## config.mk

```make
export PLATFORM = sky130hd
export DESIGN_NAME = sensor_frame_receiver_crc16_top
export DESIGN_NICKNAME = d
export VERILOG_FILES = /design/src/rtl/sfrc16_pkg.sv /design/src/rtl/sensor_frame_receiver_crc16_top.sv
export SDC_FILE = /design/constraint.sdc
export NUM_CORES = 1
export LEC_CHECK = 0
export BUFFER_PORTS_ARGS = -buffer_cell sky130_fd_sc_hd__buf_2
export CORE_ASPECT_RATIO = 0.75
export CORE_MARGIN = 4
export CORE_UTILIZATION = 52
export CTS_CLUSTER_DIAMETER = 150
export DETAILED_ROUTE_END_ITERATION = 10
export PLACE_DENSITY_LB_ADDON = 0.05
export SETUP_SLACK_MARGIN = 0.4
export SYNTH_ARGS = -nofsm -noshare
export SYNTH_HDL_FRONTEND = slang
export SYNTH_SLANG_ARGS = --single-unit
```

## constraint.sdc

```tcl
create_clock -name aclk -period 4 [get_ports aclk]
set_input_delay 0.4 -clock aclk [delete_from_list [all_inputs] [get_ports aclk]]
set_output_delay 0.4 -clock aclk [all_outputs]
set_load 0.02 [all_outputs]
```

## src/rtl/sfrc16_pkg.sv

```systemverilog
// ---------------------------------------------------------------------------
// sfrc16_pkg: shared definitions for the sensor frame receiver
// Register map, frame constants and the byte-wide CRC-16/MODBUS update.
// ---------------------------------------------------------------------------
package sfrc16_pkg;

    localparam int unsigned APB_ADDR_W  = 4;
    localparam int unsigned APB_DATA_W  = 32;
    localparam int unsigned POS_W       = 9;
    localparam int unsigned S_TDATA_W   = 8;
    localparam int unsigned M_TDATA_W   = 40;

    localparam logic [15:0] CRC_POLY        = 16'hA001;
    localparam logic [15:0] CRC_SEED_RST    = 16'hFFFF;
    localparam logic [7:0]  START_BYTE_RST  = 8'hFE;
    localparam logic [7:0]  FUNC_A_RST      = 8'h44;
    localparam logic [7:0]  FUNC_B_RST      = 8'h04;
    localparam logic [POS_W-1:0] FRAME_OVERHEAD = POS_W'(5);

    // byte positions within a frame
    localparam logic [POS_W-1:0] POS_HUNT   = POS_W'(0);
    localparam logic [POS_W-1:0] POS_FUNC   = POS_W'(1);
    localparam logic [POS_W-1:0] POS_LEN    = POS_W'(2);
    localparam logic [POS_W-1:0] POS_VAL_HI = POS_W'(3);
    localparam logic [POS_W-1:0] POS_VAL_LO = POS_W'(4);

    typedef enum logic [1:0] {
        REG_CRC_SEED   = 2'd0,
        REG_START_BYTE = 2'd1,
        REG_FUNC_A     = 2'd2,
        REG_FUNC_B     = 2'd3
    } reg_idx_t;

    // one byte through the reflected CRC-16 register, LSB first
    function automatic logic [15:0] crc_feed(input logic [15:0] crc, input logic [7:0] b);
        logic [15:0] c;
        c = crc ^ {8'h00, b};
        for (int i = 0; i < 8; i++) begin
            c = c[0] ? ((c >> 1) ^ CRC_POLY) : (c >> 1);
        end
        return c;
    endfunction

endpackage

```

## src/rtl/sensor_frame_receiver_crc16_top.sv

```systemverilog
// ---------------------------------------------------------------------------
// sensor_frame_receiver_crc16_top: sensor response frame receiver
// Hunts for a start byte, checks the function code, collects L+5 bytes and
// checks the CRC-16/MODBUS on the fly; one result transfer per frame.
// ---------------------------------------------------------------------------
//  channel  direction  width  contents
//  s_       in         8      rx_byte
//  m_       out        40     crc_ok, frame_value, held_value, value_seen
//  apb      in/out     32     crc_seed, start_byte, func_code_a, func_code_b
//
//  One byte is taken every cycle while s_tready is high; the CRC update and
//  position compare sit between the frame state and output registers.
//  A result appears on m_ the cycle after the frame's last byte transfer.
//  s_tready drops only while a result waits, m_tready is low and the next
//  byte would close a frame.
//  aresetn is synchronous, active low, and clears the frame state.
// ---------------------------------------------------------------------------
module sensor_frame_receiver_crc16_top
    import sfrc16_pkg::*;
(
    input  logic                  aclk,
    input  logic                  aresetn,
    // [7:0] rx_byte
    input  logic [S_TDATA_W-1:0]  s_tdata,
    input  logic                  s_tvalid,
    output logic                  s_tready,
    // [0] crc_ok, [16:1] frame_value, [32:17] held_value, [33] value_seen,
    // [39:34] zero
    output logic [M_TDATA_W-1:0]  m_tdata,
    output logic                  m_tvalid,
    input  logic                  m_tready,
    input  logic                  psel,
    input  logic                  penable,
    input  logic                  pwrite,
    input  logic [APB_ADDR_W-1:0] paddr,
    input  logic [APB_DATA_W-1:0] pwdata,
    output logic [APB_DATA_W-1:0] prdata,
    output logic                  pready
);

    logic [15:0]      crc_seed_reg;
    logic [7:0]       start_byte_reg;
    logic [7:0]       func_a_reg;
    logic [7:0]       func_b_reg;

    logic [POS_W-1:0] pos_reg, pos_next;
    logic [POS_W-1:0] total_reg, total_next;
    logic [15:0]      crc_reg, crc_next;
    logic [7:0]       val_hi_reg, val_hi_next;
    logic [7:0]       val_lo_reg, val_lo_next;
    logic [7:0]       crc_lo_reg, crc_lo_next;
    logic [15:0]      good_value_reg, good_value_next;
    logic             good_seen_reg, good_seen_next;

    logic [M_TDATA_W-1:0] m_data_reg, m_data_next;
    logic                 m_valid_reg, m_valid_next;

    logic             s_hs;
    logic             cfg_wr;
    reg_idx_t         cfg_idx;
    logic             in_body;
    logic             last_byte;
    logic [15:0]      crc_in;
    logic [15:0]      crc_upd;
    logic [15:0]      fv;
    logic             ok;

    assign pready   = 1'b1;
    assign cfg_wr   = psel & penable & pwrite & pready;
    assign cfg_idx  = reg_idx_t'(paddr[3:2]);

    // only the closing byte of a frame needs room in the output register
    assign s_tready = ~m_valid_reg | m_tready | ~last_byte;
    assign s_hs     = s_tvalid & s_tready;
    assign m_tvalid = m_valid_reg;
    assign m_tdata  = m_data_reg;

    // ---- configuration --------------------------------------------------
    always_ff @(posedge aclk) begin
        if (!aresetn) begin
            crc_seed_reg   <= CRC_SEED_RST;
            start_byte_reg <= START_BYTE_RST;
            func_a_reg     <= FUNC_A_RST;
            func_b_reg     <= FUNC_B_RST;
        end else if (cfg_wr) begin
            case (cfg_idx)
                REG_CRC_SEED:   crc_seed_reg   <= pwdata[15:0];
                REG_START_BYTE: start_byte_reg <= pwdata[7:0];
                REG_FUNC_A:     func_a_reg     <= pwdata[7:0];
                REG_FUNC_B:     func_b_reg     <= pwdata[7:0];
                default: ;
            endcase
        end
    end

    always_comb begin
        case (cfg_idx)
            REG_CRC_SEED:   prdata = {16'h0000, crc_seed_reg};
            REG_START_BYTE: prdata = {24'h000000, start_byte_reg};
            REG_FUNC_A:     prdata = {24'h000000, func_a_reg};
            REG_FUNC_B:     prdata = {24'h000000, func_b_reg};
            default:        prdata = '0;
        endcase
    end

    // ---- frame tracking -------------------------------------------------
    assign in_body   = (pos_reg >= POS_VAL_HI);
    assign last_byte = in_body && !((pos_reg + POS_W'(1)) < total_reg);
    // the start byte restarts the CRC from the seed
    assign crc_in    = (pos_reg == POS_HUNT) ? crc_seed_reg : crc_reg;
    assign crc_upd   = crc_feed(crc_in, s_tdata);

    // byte 4 may also be the last byte, so take it straight from the input
    assign fv  = {val_hi_reg, (pos_reg == POS_VAL_LO) ? s_tdata : val_lo_reg};
    assign ok  = (crc_reg[7:0] == crc_lo_reg) && (crc_reg[15:8] == s_tdata);

    always_comb begin
        pos_next        = pos_reg;
        total_next      = total_reg;
        crc_next        = crc_reg;
        val_hi_next     = val_hi_reg;
        val_lo_next     = val_lo_reg;
        crc_lo_next     = crc_lo_reg;
        good_value_next = good_value_reg;
        good_seen_next  = good_seen_reg;
        m_data_next     = m_data_reg;
        m_valid_next    = m_valid_reg & ~m_tready;

        if (s_hs) begin
            if (pos_reg == POS_HUNT) begin
                if (s_tdata == start_byte_reg) begin
                    crc_next = crc_upd;
                    pos_next = POS_FUNC;
                end
            end else if (pos_reg == POS_FUNC) begin
                if (s_tdata == func_a_reg || s_tdata == func_b_reg) begin
                    crc_next = crc_upd;
                    pos_next = POS_LEN;
                end else begin
                    pos_next = POS_HUNT;
                end
            end else if (pos_reg == POS_LEN) begin
                crc_next   = crc_upd;
                total_next = {1'b0, s_tdata} + FRAME_OVERHEAD;
                pos_next   = POS_VAL_HI;
            end else begin
                if (pos_reg == POS_VAL_HI) val_hi_next = s_tdata;
                if (pos_reg == POS_VAL_LO) val_lo_next = s_tdata;

                if ((pos_reg + POS_W'(2)) < total_reg) begin
                    crc_next = crc_upd;
                end else if ((pos_reg + POS_W'(2)) == total_reg) begin
                    crc_lo_next = s_tdata;
                end

                if (last_byte) begin
                    pos_next     = POS_HUNT;
                    m_valid_next = 1'b1;
                    if (ok) begin
                        good_value_next = fv;
                        good_seen_next  = 1'b1;
                    end
                    m_data_next = {6'b000000, ok | good_seen_reg,
                                   ok ? fv : good_value_reg, fv, ok};
                end else begin
                    pos_next = pos_reg + POS_W'(1);
                end
            end
        end
    end

    always_ff @(posedge aclk) begin
        if (!aresetn) begin
            pos_reg        <= POS_HUNT;
            total_reg      <= '0;
            crc_reg        <= CRC_SEED_RST;
            val_hi_reg     <= '0;
            val_lo_reg     <= '0;
            crc_lo_reg     <= '0;
            good_value_reg <= '0;
            good_seen_reg  <= 1'b0;
            m_valid_reg    <= 1'b0;
        end else begin
            pos_reg        <= pos_next;
            total_reg      <= total_next;
            crc_reg        <= crc_next;
            val_hi_reg     <= val_hi_next;
            val_lo_reg     <= val_lo_next;
            crc_lo_reg     <= crc_lo_next;
            good_value_reg <= good_value_next;
            good_seen_reg  <= good_seen_next;
            m_valid_reg    <= m_valid_next;
        end
    end

    always_ff @(posedge aclk) begin
        m_data_reg <= m_data_next;
    end

    // ---- assertions -----------------------------------------------------
    a_pos_in_frame: assert property (@(posedge aclk) disable iff (!aresetn)
        in_body |-> (pos_reg < total_reg))
        else $error("byte position beyond frame length");

    a_result_follows: assert property (@(posedge aclk) disable iff (!aresetn)
        (s_hs && last_byte) |=> (m_tvalid && pos_reg == POS_HUNT))
        else $error("frame end did not raise a result and rearm the hunt");

    a_seen_sticky: assert property (@(posedge aclk) disable iff (!aresetn)
        good_seen_reg |=> good_seen_reg)
        else $error("value_seen cleared without reset");

    a_good_held: assert property (@(posedge aclk) disable iff (!aresetn)
        (m_tvalid && m_tdata[0]) |-> (m_tdata[32:17] == m_tdata[16:1] && m_tdata[33]))
        else $error("good frame not reflected in held value");

endmodule

```

# Yosys cells after proc, flatten, opt, wreduce, memory -nomap -nowiden
# Cells that the tools add are included.
# classes
muxes	29
eq_ne	15
add_sub_neg	3
magnitude_cmp	3
n_reduce_logical	19
bitwise	23
# ops
cell	count
two-way mux 16 bit	16
case mux 32 bit (4 select lines)	1
two-way mux 9 bit	5
== test 8 bit	5
NOT 2 -> 3 bit	8
== test 9 x 2 -> 1 bit (second input constant)	2
< comparator 9 bit	2
bitwise XOR 16 x 8 -> 16 bit	1
AND reduction 4 bit	3
AND reduction 6 bit	2
AND reduction 2 bit	5
AND reduction 5 bit	2
adder 8 x 3 -> 9 bit (second input constant)	1
adder 9 x 1 -> 9 bit (second input constant)	1
adder 9 x 2 -> 9 bit (second input constant)	1
== test 9 x 1 -> 1 bit (second input constant)	1
== test 9 x 3 -> 1 bit (second input constant)	1
== test 9 bit	1
greater-or-equal comparator 9 x 2 -> 1 bit (second input constant)	1
logical NOT 9 bit	1
two-way mux 8 bit	1
NOT 1 bit	7
two-way mux 1 bit	5
AND 1 bit	4
other kinds (11)	15
# totals
output_inout_bits	75
wordCells	106
register_bits	150
input_bits	51

# Depth between registers and ports, before layout
# Gate-level depths: netlist of the first run.
# logic_depth
ltp_word	23
depth_mapped	14

# Least setup slack after synthesis of the first run
# OpenSTA, ideal clock, no wires.
# synth_timing
kind	reg2reg
startpoint	reg pos_reg[1]
endpoint	reg good_value_reg[10]
required_ns	3.872
n_path_buf	2
period_less_slack_ns	4.293
setup_ns	0.128
path_slack_ns	-0.293
stages_incl_launch_ff	15
arrival_time_ns	4.166
path_cell_list	dfxtp_1 ha_1 nand2_1 nor3_1 nand2_1 xnor2_1 ha_1 o211ai_1 a211o_1 a22oi_1 and4_1 clkbuf_1 clkbuf_1 mux2i_1 nor2_1
# synth_via
elab_chain_len	8
# synth_rtl
element	line	text
from (decl)	sensor_frame_receiver_crc16_top.sv:46	logic [POS_W-1:0] pos_reg, pos_next;
from (signal assigned)	sensor_frame_receiver_crc16_top.sv:184	pos_reg <= pos_next;
adder 9 x 1 -> 9 bit	sensor_frame_receiver_crc16_top.sv:108	assign last_byte = in_body && !((pos_reg + POS_W'(1)) < total_reg);
< comparator 9 bit	sensor_frame_receiver_crc16_top.sv:108	
logical NOT 1 bit	sensor_frame_receiver_crc16_top.sv:108	
logical AND 1 bit	sensor_frame_receiver_crc16_top.sv:108	
NOT 1 bit	sensor_frame_receiver_crc16_top.sv:73	assign s_tready = ~m_valid_reg | m_tready | ~last_byte;
bitwise OR 1 bit	sensor_frame_receiver_crc16_top.sv:73	
AND 1 bit	sensor_frame_receiver_crc16_top.sv:74	assign s_hs = s_tvalid & s_tready;
AND reduction 5 bit (no line) *	--	
to (signal assigned)	sensor_frame_receiver_crc16_top.sv:190	good_value_reg <= good_value_next;
to (decl)	sensor_frame_receiver_crc16_top.sv:52	logic [15:0] good_value_reg, good_value_next;
# Mark *: on every way between the ends. The rest lies on a longest branch, timed or not.
# A chain may end at the register's enable or synchronous reset.

# Worst setup path after layout of the first run
# layout_timing
startpoint	reg pos_reg[1]
endpoint	reg total_reg[8]
# layout_via
elab_chain_len	8
# layout_rtl
element	line	text
adder 9 x 1 -> 9 bit	sensor_frame_receiver_crc16_top.sv:108	
< comparator 9 bit	sensor_frame_receiver_crc16_top.sv:108	
logical NOT 1 bit	sensor_frame_receiver_crc16_top.sv:108	
logical AND 1 bit	sensor_frame_receiver_crc16_top.sv:108	
NOT 1 bit	sensor_frame_receiver_crc16_top.sv:73	
bitwise OR 1 bit	sensor_frame_receiver_crc16_top.sv:73	
AND 1 bit	sensor_frame_receiver_crc16_top.sv:74	
AND reduction 4 bit (no line) *	--	
to (signal assigned)	sensor_frame_receiver_crc16_top.sv:185	total_reg <= total_next;
to (decl)	sensor_frame_receiver_crc16_top.sv:47	logic [POS_W-1:0] total_reg, total_next;
# Marks and branches as above.

==> metrics.cfg, run 1 <==
[run_status]
status = finished clean

[synthesis]
post_synth_num_cell_types = 54
synth-seq-cells = 150
ys.flop_type = dfxtp_1
async_reset_ff_share_pct = 0
synth_area_per_cell_sq_um = 9.69
syn_area_sq_um = 7830
synth-edff-count = 34
seq_area_frac_synth_pct = 42.7
netlist_instances = 808
synth_warnings = 0

[pwr]
vdd.ir_drop.worst_v = 0.000317
p_per_area_nw_per_um2 = 384
p_sw_uw = 929
clockPowerShare_pct = 44.4
leakage_nw = 3.91
seqPwrFrac_pct = 45.9
p_sw_share_pct = 27.0
p_comb_share_pct = 9.7
internal_power_mw = 2.51

[floorplanning]
floorplan.initialDensity_pct = 53.6
die_area_sq_um = 17100
chipWidth_microns = 150
core-area_sq_um = 14600
rows = 38
ios = 126
die_height_microns = 114

[critical_path]
endpoint_kind = flip-flop
worst_ep_arrival_time_ps = 3740
path_cells = inv_1, ha_1, ha_1, nor2b_1, o21a_1, o21ai_1, a211o_1, a31oi_1, buf_4, or4_4, or3_1, a21oi_1
rrSetupSlack_ps = 620
path_delay_family = simple AND/OR/NAND/NOR gates
critPathRequiredTime_ps = 4360
crit_fanout = 17
slowest_stage = or4_4
cpMostUsedCell = ha_1
reg2reg_from = pos_reg[1]$_SDFFE_PN0P_
crit_buf_inv = 2
critPathMaxStageDelay_ps = 560
start_kind = flip-flop
startpoint = pos_reg[1]$_SDFFE_PN0P_
crit_type = reg2reg

[grt]
grt_pass1_wl_mm = 30.4
grt_overflow = 0
antenna_found_initial = 0
grt_max_degree = 52
grt_pass1_vias = 5661
track_usage_pct = 23.0

[clock_tree]
cts_buffer_depth = 2
numCtsBuffers = 17
numClockSinks = 150
cts_setup_buffers = 0
cts.reportedPaths.clkPinSlew_ps = 70
clk-insertion-delay-late_ps = 430
tritoncts = yes
cts_htree_levels = 4
cts_hold_buf = 0
clock-root-buffer = clkbuf_16
cts_resized = 2

[sta]
fin_worst_skew_ps = 8.08
fin_tns_setup_ps = 0
fin_crit_sh_pct = 84.5
setup_viol = 0
min_period_ps = 3380
drv_slew = 0
tightest_slew_ps = 872
final_hold_viol_count = 0
fmax_mhz = 296
rsz0062_at_grt = true
relSlewSlack_pct = 41.4

[layout]
fillers = 1241
multiInputGateArea_sq_um = 4130
finalNetCount = 959
finalNonFillerCells = 1094
seq_area_sq_um = 3350
fin_area_sq_um = 8960
layout-drive-gt1-share_pct = 21.3
final_common_cell = dfxtp_1
largest_reg_flops = 34
syn_to_final_growth_pct = 14.4
antenna_cells = 0
fin_util_pct = 61.4
final_cell_mix = dfxtp_1 (111), nand2_1 (91), nor2_1 (88), buf_2 (84), mux2i_1 (56)

[routing]
wl_per_cell_microns = 17.6
antenna_left = 0
first_pass_iters = 5
drc = 0
viasPerCell = 5.47
vias = 5983
drt_iter0_markers = 434
finalWirelength_mm = 19.3

[placed_design]
gp_congestion = 0.865
io_buffers = 84
placed_area_sq_um = 8390
place_inst = 1062
dp_hpwl_mm = 13.7

[run]
drv_cap = 0

[worst_hold_path]
holdCritPathClass = in2reg
min_from = pwdata[9]

per-stage QoR:
step           setup slack [ps]  hold WS (ps)  power [mW]
4_1_cts                     464           154        3.46
6_report                    620           170        3.44
3_5_place_dp                323           447        1.94
5_1_grt                     398           160        3.55
3_3_place_gp                390           440        1.93
2_1_floorplan               568           424        1.86
path summary, 6_finish.rpt:
path / depth (start not counted) / end
max reg2reg: 12 / total_reg[8]$_SDFFE_PN0P_
min reg2reg: 2 / total_reg[1]$_SDFFE_PN0P_
min: 3 / crc_seed_reg[9]$_SDFFE_PN1P_
max: 12 / total_reg[8]$_SDFFE_PN0P_
layout make-up:
type	count	share of cell area (%)
Tap cell	200	2.79
Timing Repair Buffer	105	6.73
Multi-Input combinational cell	590	46.1
Sequential cell	150	37.4
Clock buffer	17	4.75
Clock inverter	15	1.51
Inverter	17	0.712
cell families after synthesis:
group / after synthesis / synth area share [%]
adders and majority gates: 27 / 4.32
DFF: 150 / 42.7
buffers and inverters: 89 / 5.69
muxes: 90 / 13.2
xor gates and xnor gates: 78 / 9.17
other: 2 / 0.0959
and+or+nand+nor: 307 / 19.3
AOI/OAI and AO/OA: 65 / 5.55
synthesized netlist by cell type (14+ instances only):
cell type  instances  share of area [%]
ha_1              27                4.3
mux2i_1           56                7.2
xor2_1            21                2.3
nor2_1            88                4.2
dfxtp_1          116                 30
inv_1             17               0.82
nand3_1           37                2.4
xnor2_1           54                6.0
buf_4             24                2.3
clkbuf_1          33                1.6
nor3_1            20                1.3
a21oi_1           14               0.90
nand2_1           91                4.4
mux2_2            26                3.7
edfxtp_1          34                 13
routing by layer:
layer | GRT usage [%] | part of all wire [%] | up-vias
li1 | - | - | 2917
met1 | 32.0 | 46 | 2837
met2 | 36.4 | 46 | 211
met3 | 5.14 | 6.7 | 18
met4 | 6.22 | 1.2 | 0
met5 | 0 | 0 | -
power groups by stage:
| stage | clock network [mW] | logic (mW) | registers (mW) |
|---|---|---|---|
| global placement | 0 | 0.323 | 1.61 |
| floorplan | 0 | 0.256 | 1.61 |
| detailed placement | 0 | 0.330 | 1.61 |
| CTS | 1.55 | 0.332 | 1.58 |
| finish | 1.53 | 0.334 | 1.58 |
| global route | 1.61 | 0.359 | 1.58 |
tightest hold or removal path: cells and delay by family:
family / cells / cell delay [ps]
simple gates: 2 / 100
buf+inv: 1 / 70
No activity file was read; power rests on OpenSTA's default activity.
==> inputs of run 2 (changes only) <==
ABC_AREA = 1   (was default)
clock period = 3 ns   (was 4 ns; I/O delays follow)
==> run 2 against run 1 <==
Die area grew 2.5%. Critical path type unchanged. Largest power group is now combinational logic. Synthesized area is 2.6% higher. Via count rose by 20%. Combinational power grew to 15 times the previous value.
==> metrics.cfg, run 2 <==
[critical_path]
crit_fanout = 8  ; was 17
critPathRequiredTime_ps = 3280  ; was 4360 ps
path_cells = ha_4, nand3_2, xor2_1, o21ai_1, inv_1, ha_4, nand2_2, nor2_4, nand3b_1, o2111ai_2, nand2_4, inv_6, nand2_8, buf_6, buf_6, nand2_8, nor3_4, buf_6, clkbuf_16, a211oi_2  ; was inv_1, ha_1, ha_1, nor2b_1, o21a_1, o21ai_1, a211o_1, a31oi_1, buf_4, or4_4, or3_1, a21oi_1
reg2reg_depth = 20  ; was 12
critPathMaxStageDelay_ps = 420  ; was 560 ps
path_delay_family = simple AND/OR/NAND/NOR gates  ; unchanged
crit_buf_inv = 6  ; was 2
reg2reg_from = pos_reg[1]$_SDFFE_PN0P_  ; unchanged
r2r_end = crc_lo_reg[1]$_SDFFE_PN0P_  ; was total_reg[8]$_SDFFE_PN0P_
endpoint_kind = flip-flop  ; unchanged
slowest_stage = dfxtp_4  ; was or4_4
worst_ep_arrival_time_ps = 3240  ; was 3740 ps
path_depth = 20  ; was 12
cpMostUsedCell = buf_6  ; was ha_1
rrSetupSlack_ps = 40  ; was 620 ps
start_kind = flip-flop  ; unchanged
startpoint = pos_reg[1]$_SDFFE_PN0P_  ; unchanged
crit_type = reg2reg  ; unchanged

[synthesis]
synth-seq-cells = 150  ; unchanged
synth.area.top_cells = dfxtp_1 (29%), edfxtp_1 (13%), nand2_1 (9.9%)  ; was dfxtp_1 (30%), edfxtp_1 (13%), mux2i_1 (7.2%)
synth_top_area_share_pct = 28.9  ; was 29.7%
synth_common_cells = nand2_1 (211), dfxtp_1 (116), inv_1 (95)  ; was dfxtp_1 (116), nand2_1 (91), nor2_1 (88)
ys.flop_type = dfxtp_1  ; unchanged
synth_warnings = 0  ; unchanged
async_reset_ff_share_pct = 0  ; unchanged
seq_area_frac_synth_pct = 41.6  ; was 42.7%
netlist_instances = 1002  ; was 808
yosysMostFrequentCell = nand2_1  ; was dfxtp_1
synth_top_cell_by_area = dfxtp_1  ; unchanged
synth_area_per_cell_sq_um = 8.02  ; was 9.69 sq um
post_synth_num_cell_types = 53  ; was 54
syn_area_sq_um = 8030  ; was 7830 sq um
synth-edff-count = 34  ; unchanged

[grt]
grt_pass1_wl_mm = 34.5  ; was 30.4 mm
track_usage_pct = 25.6  ; was 23.0%
grt_pass1_vias = 6484  ; was 5661
grt_max_degree = 48  ; was 52
grt_overflow = 0  ; unchanged
antenna_found_initial = 0  ; unchanged

[sta]
final_hold_viol_count = 0  ; unchanged
setup_ws_ps = 41.1  ; was 620 ps
drv_slew = 0  ; unchanged
fin_tns_setup_ps = 0  ; unchanged
fmax_mhz = 338  ; was 296 MHz
setup_viol = 0  ; unchanged
fin_worst_skew_ps = 9.05  ; was 8.08 ps
fin_crit_sh_pct = 98.6  ; was 84.5%
rsz0062_at_grt = true  ; unchanged
tightest_slew_ps = 1010  ; was 872 ps
relSlewSlack_pct = 32.1  ; was 41.4%
min_period_ps = 2960  ; was 3380 ps

[routing]
antenna_left = 0  ; unchanged
vias = 7205  ; was 5983
finalWirelength_mm = 23.4  ; was 19.3 mm
drc = 0  ; unchanged
wl_per_cell_microns = 17.3  ; was 17.6 microns
viasPerCell = 5.32  ; was 5.47
drt_iter0_markers = 547  ; was 434
first_pass_iters = 5  ; unchanged

[floorplanning]
ios = 126  ; unchanged
die_area_sq_um = 17500  ; was 17100 sq um
die_height_microns = 116  ; was 114 microns
rows = 39  ; was 38
chipWidth_microns = 152  ; was 150 microns
floorplan.initialDensity_pct = 52.9  ; was 53.6%
core-area_sq_um = 15200  ; was 14600 sq um

[clock_tree]
tritoncts = yes  ; unchanged
clk-insertion-delay-late_ps = 430  ; about the same
cts.reportedPaths.clkPinSlew_ps = 70  ; about the same
cts_buffer_depth = 2  ; unchanged
clock-root-buffer = clkbuf_16  ; unchanged
numCtsBuffers = 17  ; unchanged
cts_htree_levels = 4  ; unchanged
numClockSinks = 150  ; unchanged

[run]
drv_cap = 0  ; unchanged

[layout]
final_common_cell = nand2_1  ; was dfxtp_1
antenna_cells = 0  ; unchanged
finalNetCount = 1214  ; was 959
layout-drive-gt1-share_pct = 29.4  ; was 21.3%
fin_area_sq_um = 10500  ; was 8960 sq um
finalNonFillerCells = 1354  ; was 1094
seq_area_sq_um = 3360  ; was 3350 sq um
final_cell_mix = nand2_1 (203), dfxtp_1 (110), inv_1 (88), buf_2 (83), nor2_1 (56)  ; was dfxtp_1 (111), nand2_1 (91), nor2_1 (88), buf_2 (84), mux2i_1 (56)
multiInputGateArea_sq_um = 4520  ; was 4130 sq um
syn_to_final_growth_pct = 30.7  ; was 14.4%
fillers = 1220  ; was 1241
largest_reg_flops = 34  ; unchanged

[pwr]
leakage_nw = 4.55  ; was 3.91 nW
vdd.ir_drop.worst_v = 0.000512  ; was 0.000317 V
p_per_area_nw_per_um2 = 932  ; was 384 nW/um^2
power.total_mw = 9.78  ; was 3.44 mW

[worst_hold_path]
min_from = pwdata[15]  ; was pwdata[9]
holdCritPathClass = in2reg  ; unchanged
whs_path_depth = 3  ; unchanged
min_to = crc_seed_reg[15]$_SDFFE_PN1P_  ; was crc_seed_reg[9]$_SDFFE_PN1P_

[run_status]
status = finished clean  ; unchanged

[placed_design]
dp_hpwl_mm = 14.6  ; was 13.7 mm
place_inst = 1276  ; was 1062
placed_area_sq_um = 8740  ; was 8390 sq um
io_buffers = 84  ; unchanged
gp_congestion = 0.906  ; was 0.865
pre_cts_slack_ps = 62.8  ; was 323 ps

-- run 2: changes by cell type after synthesis, sizes merged, moves of 26 or more --
cell | previous run | this run
a21oi | 14 | 54
inv | 17 | 110
mux2 | 26 | 0
mux2i | 56 | 3
nand2 | 91 | 224
o21ai | 10 | 74
xnor2 | 54 | 25
-- run 2: repair_timing --
item / CTS / global route
cloned: 3 / 9
setup buffers: 18 / 16
pin swaps: 17 / 31
hold buffers: 0 / 0
setup endpoints to repair: 110 / 110
gates resized for setup: 80 / 91
endpoints found under the hold margin: 0 / 0
-- run 2: layout make-up --
class | instances | share of cell area, %
Tap cell | 205 | 2.44
Sequential cell | 150 | 32.0
Timing Repair Buffer | 156 | 12.3
Multi-Input combinational cell | 699 | 43.0
Clock inverter | 7 | 0.739
Clock buffer | 25 | 5.14
Timing Repair inverter | 1 | 0.107
Inverter | 111 | 4.21
-- run 2: power by group --
part / switching [mW] / internal, mW / total (mW)
Clock: 0.860 / 1.34 / 2.20
Sequential: 0.189 / 2.52 / 2.71
Combinational: 2.88 / 1.98 / 4.87
-- run 2: layer usage --
| layer | global-route usage, % | wire (microns) | up-vias |
|---|---|---|---|
| li1 | - | - | 3558 |
| met1 | 36.1 | 10900 | 3380 |
| met2 | 40.0 | 10400 | 229 |
| met3 | 5.28 | 1700 | 38 |
| met4 | 7.66 | 509 | 0 |
| met5 | 0 | 0 | - |
-- run 2: tightest hold or removal path: cells and delay by family --
family          cells  cell delay [ps]
compound gates      1               60
simple gates        1               40
buf+inv             1               70
-- run 2: cells by family (layout without fill, tap and decap cells) --
group                      count (synthesis)  after routing  synth area share, %
AOI/OAI and AO/OA                        186            186                 14.0
DFF                                      150            150                 41.6
and+or+nand+nor                          398            399                 22.5
other                                      2             23               0.0935
xor gates and xnor gates                  61             61                 6.98
muxes                                      3              3                0.576
buffers and inverters                    175            300                 10.0
adders and majority gates                 27             27                 4.20
-- run 2: worst max path at each step --
stage,slack (ps),end
floorplan,250,crc_reg[10]$_SDFFE_PN1P_
global placement,110,crc_reg[13]$_SDFFE_PN1P_
detailed placement,60,crc_reg[12]$_SDFFE_PN1P_
CTS,170,s_tready
global route,-90,crc_lo_reg[7]$_SDFFE_PN0P_
finish,40,crc_lo_reg[1]$_SDFFE_PN0P_
-- run 2: through the flow --
stage	util, %	hold slack, ps
after floorplan	-	408
after global placement	57.6	414
after detailed placement	57.6	415
after CTS	64.9	70.0
after global routing	69.2	88.1
final	69.2	81.5
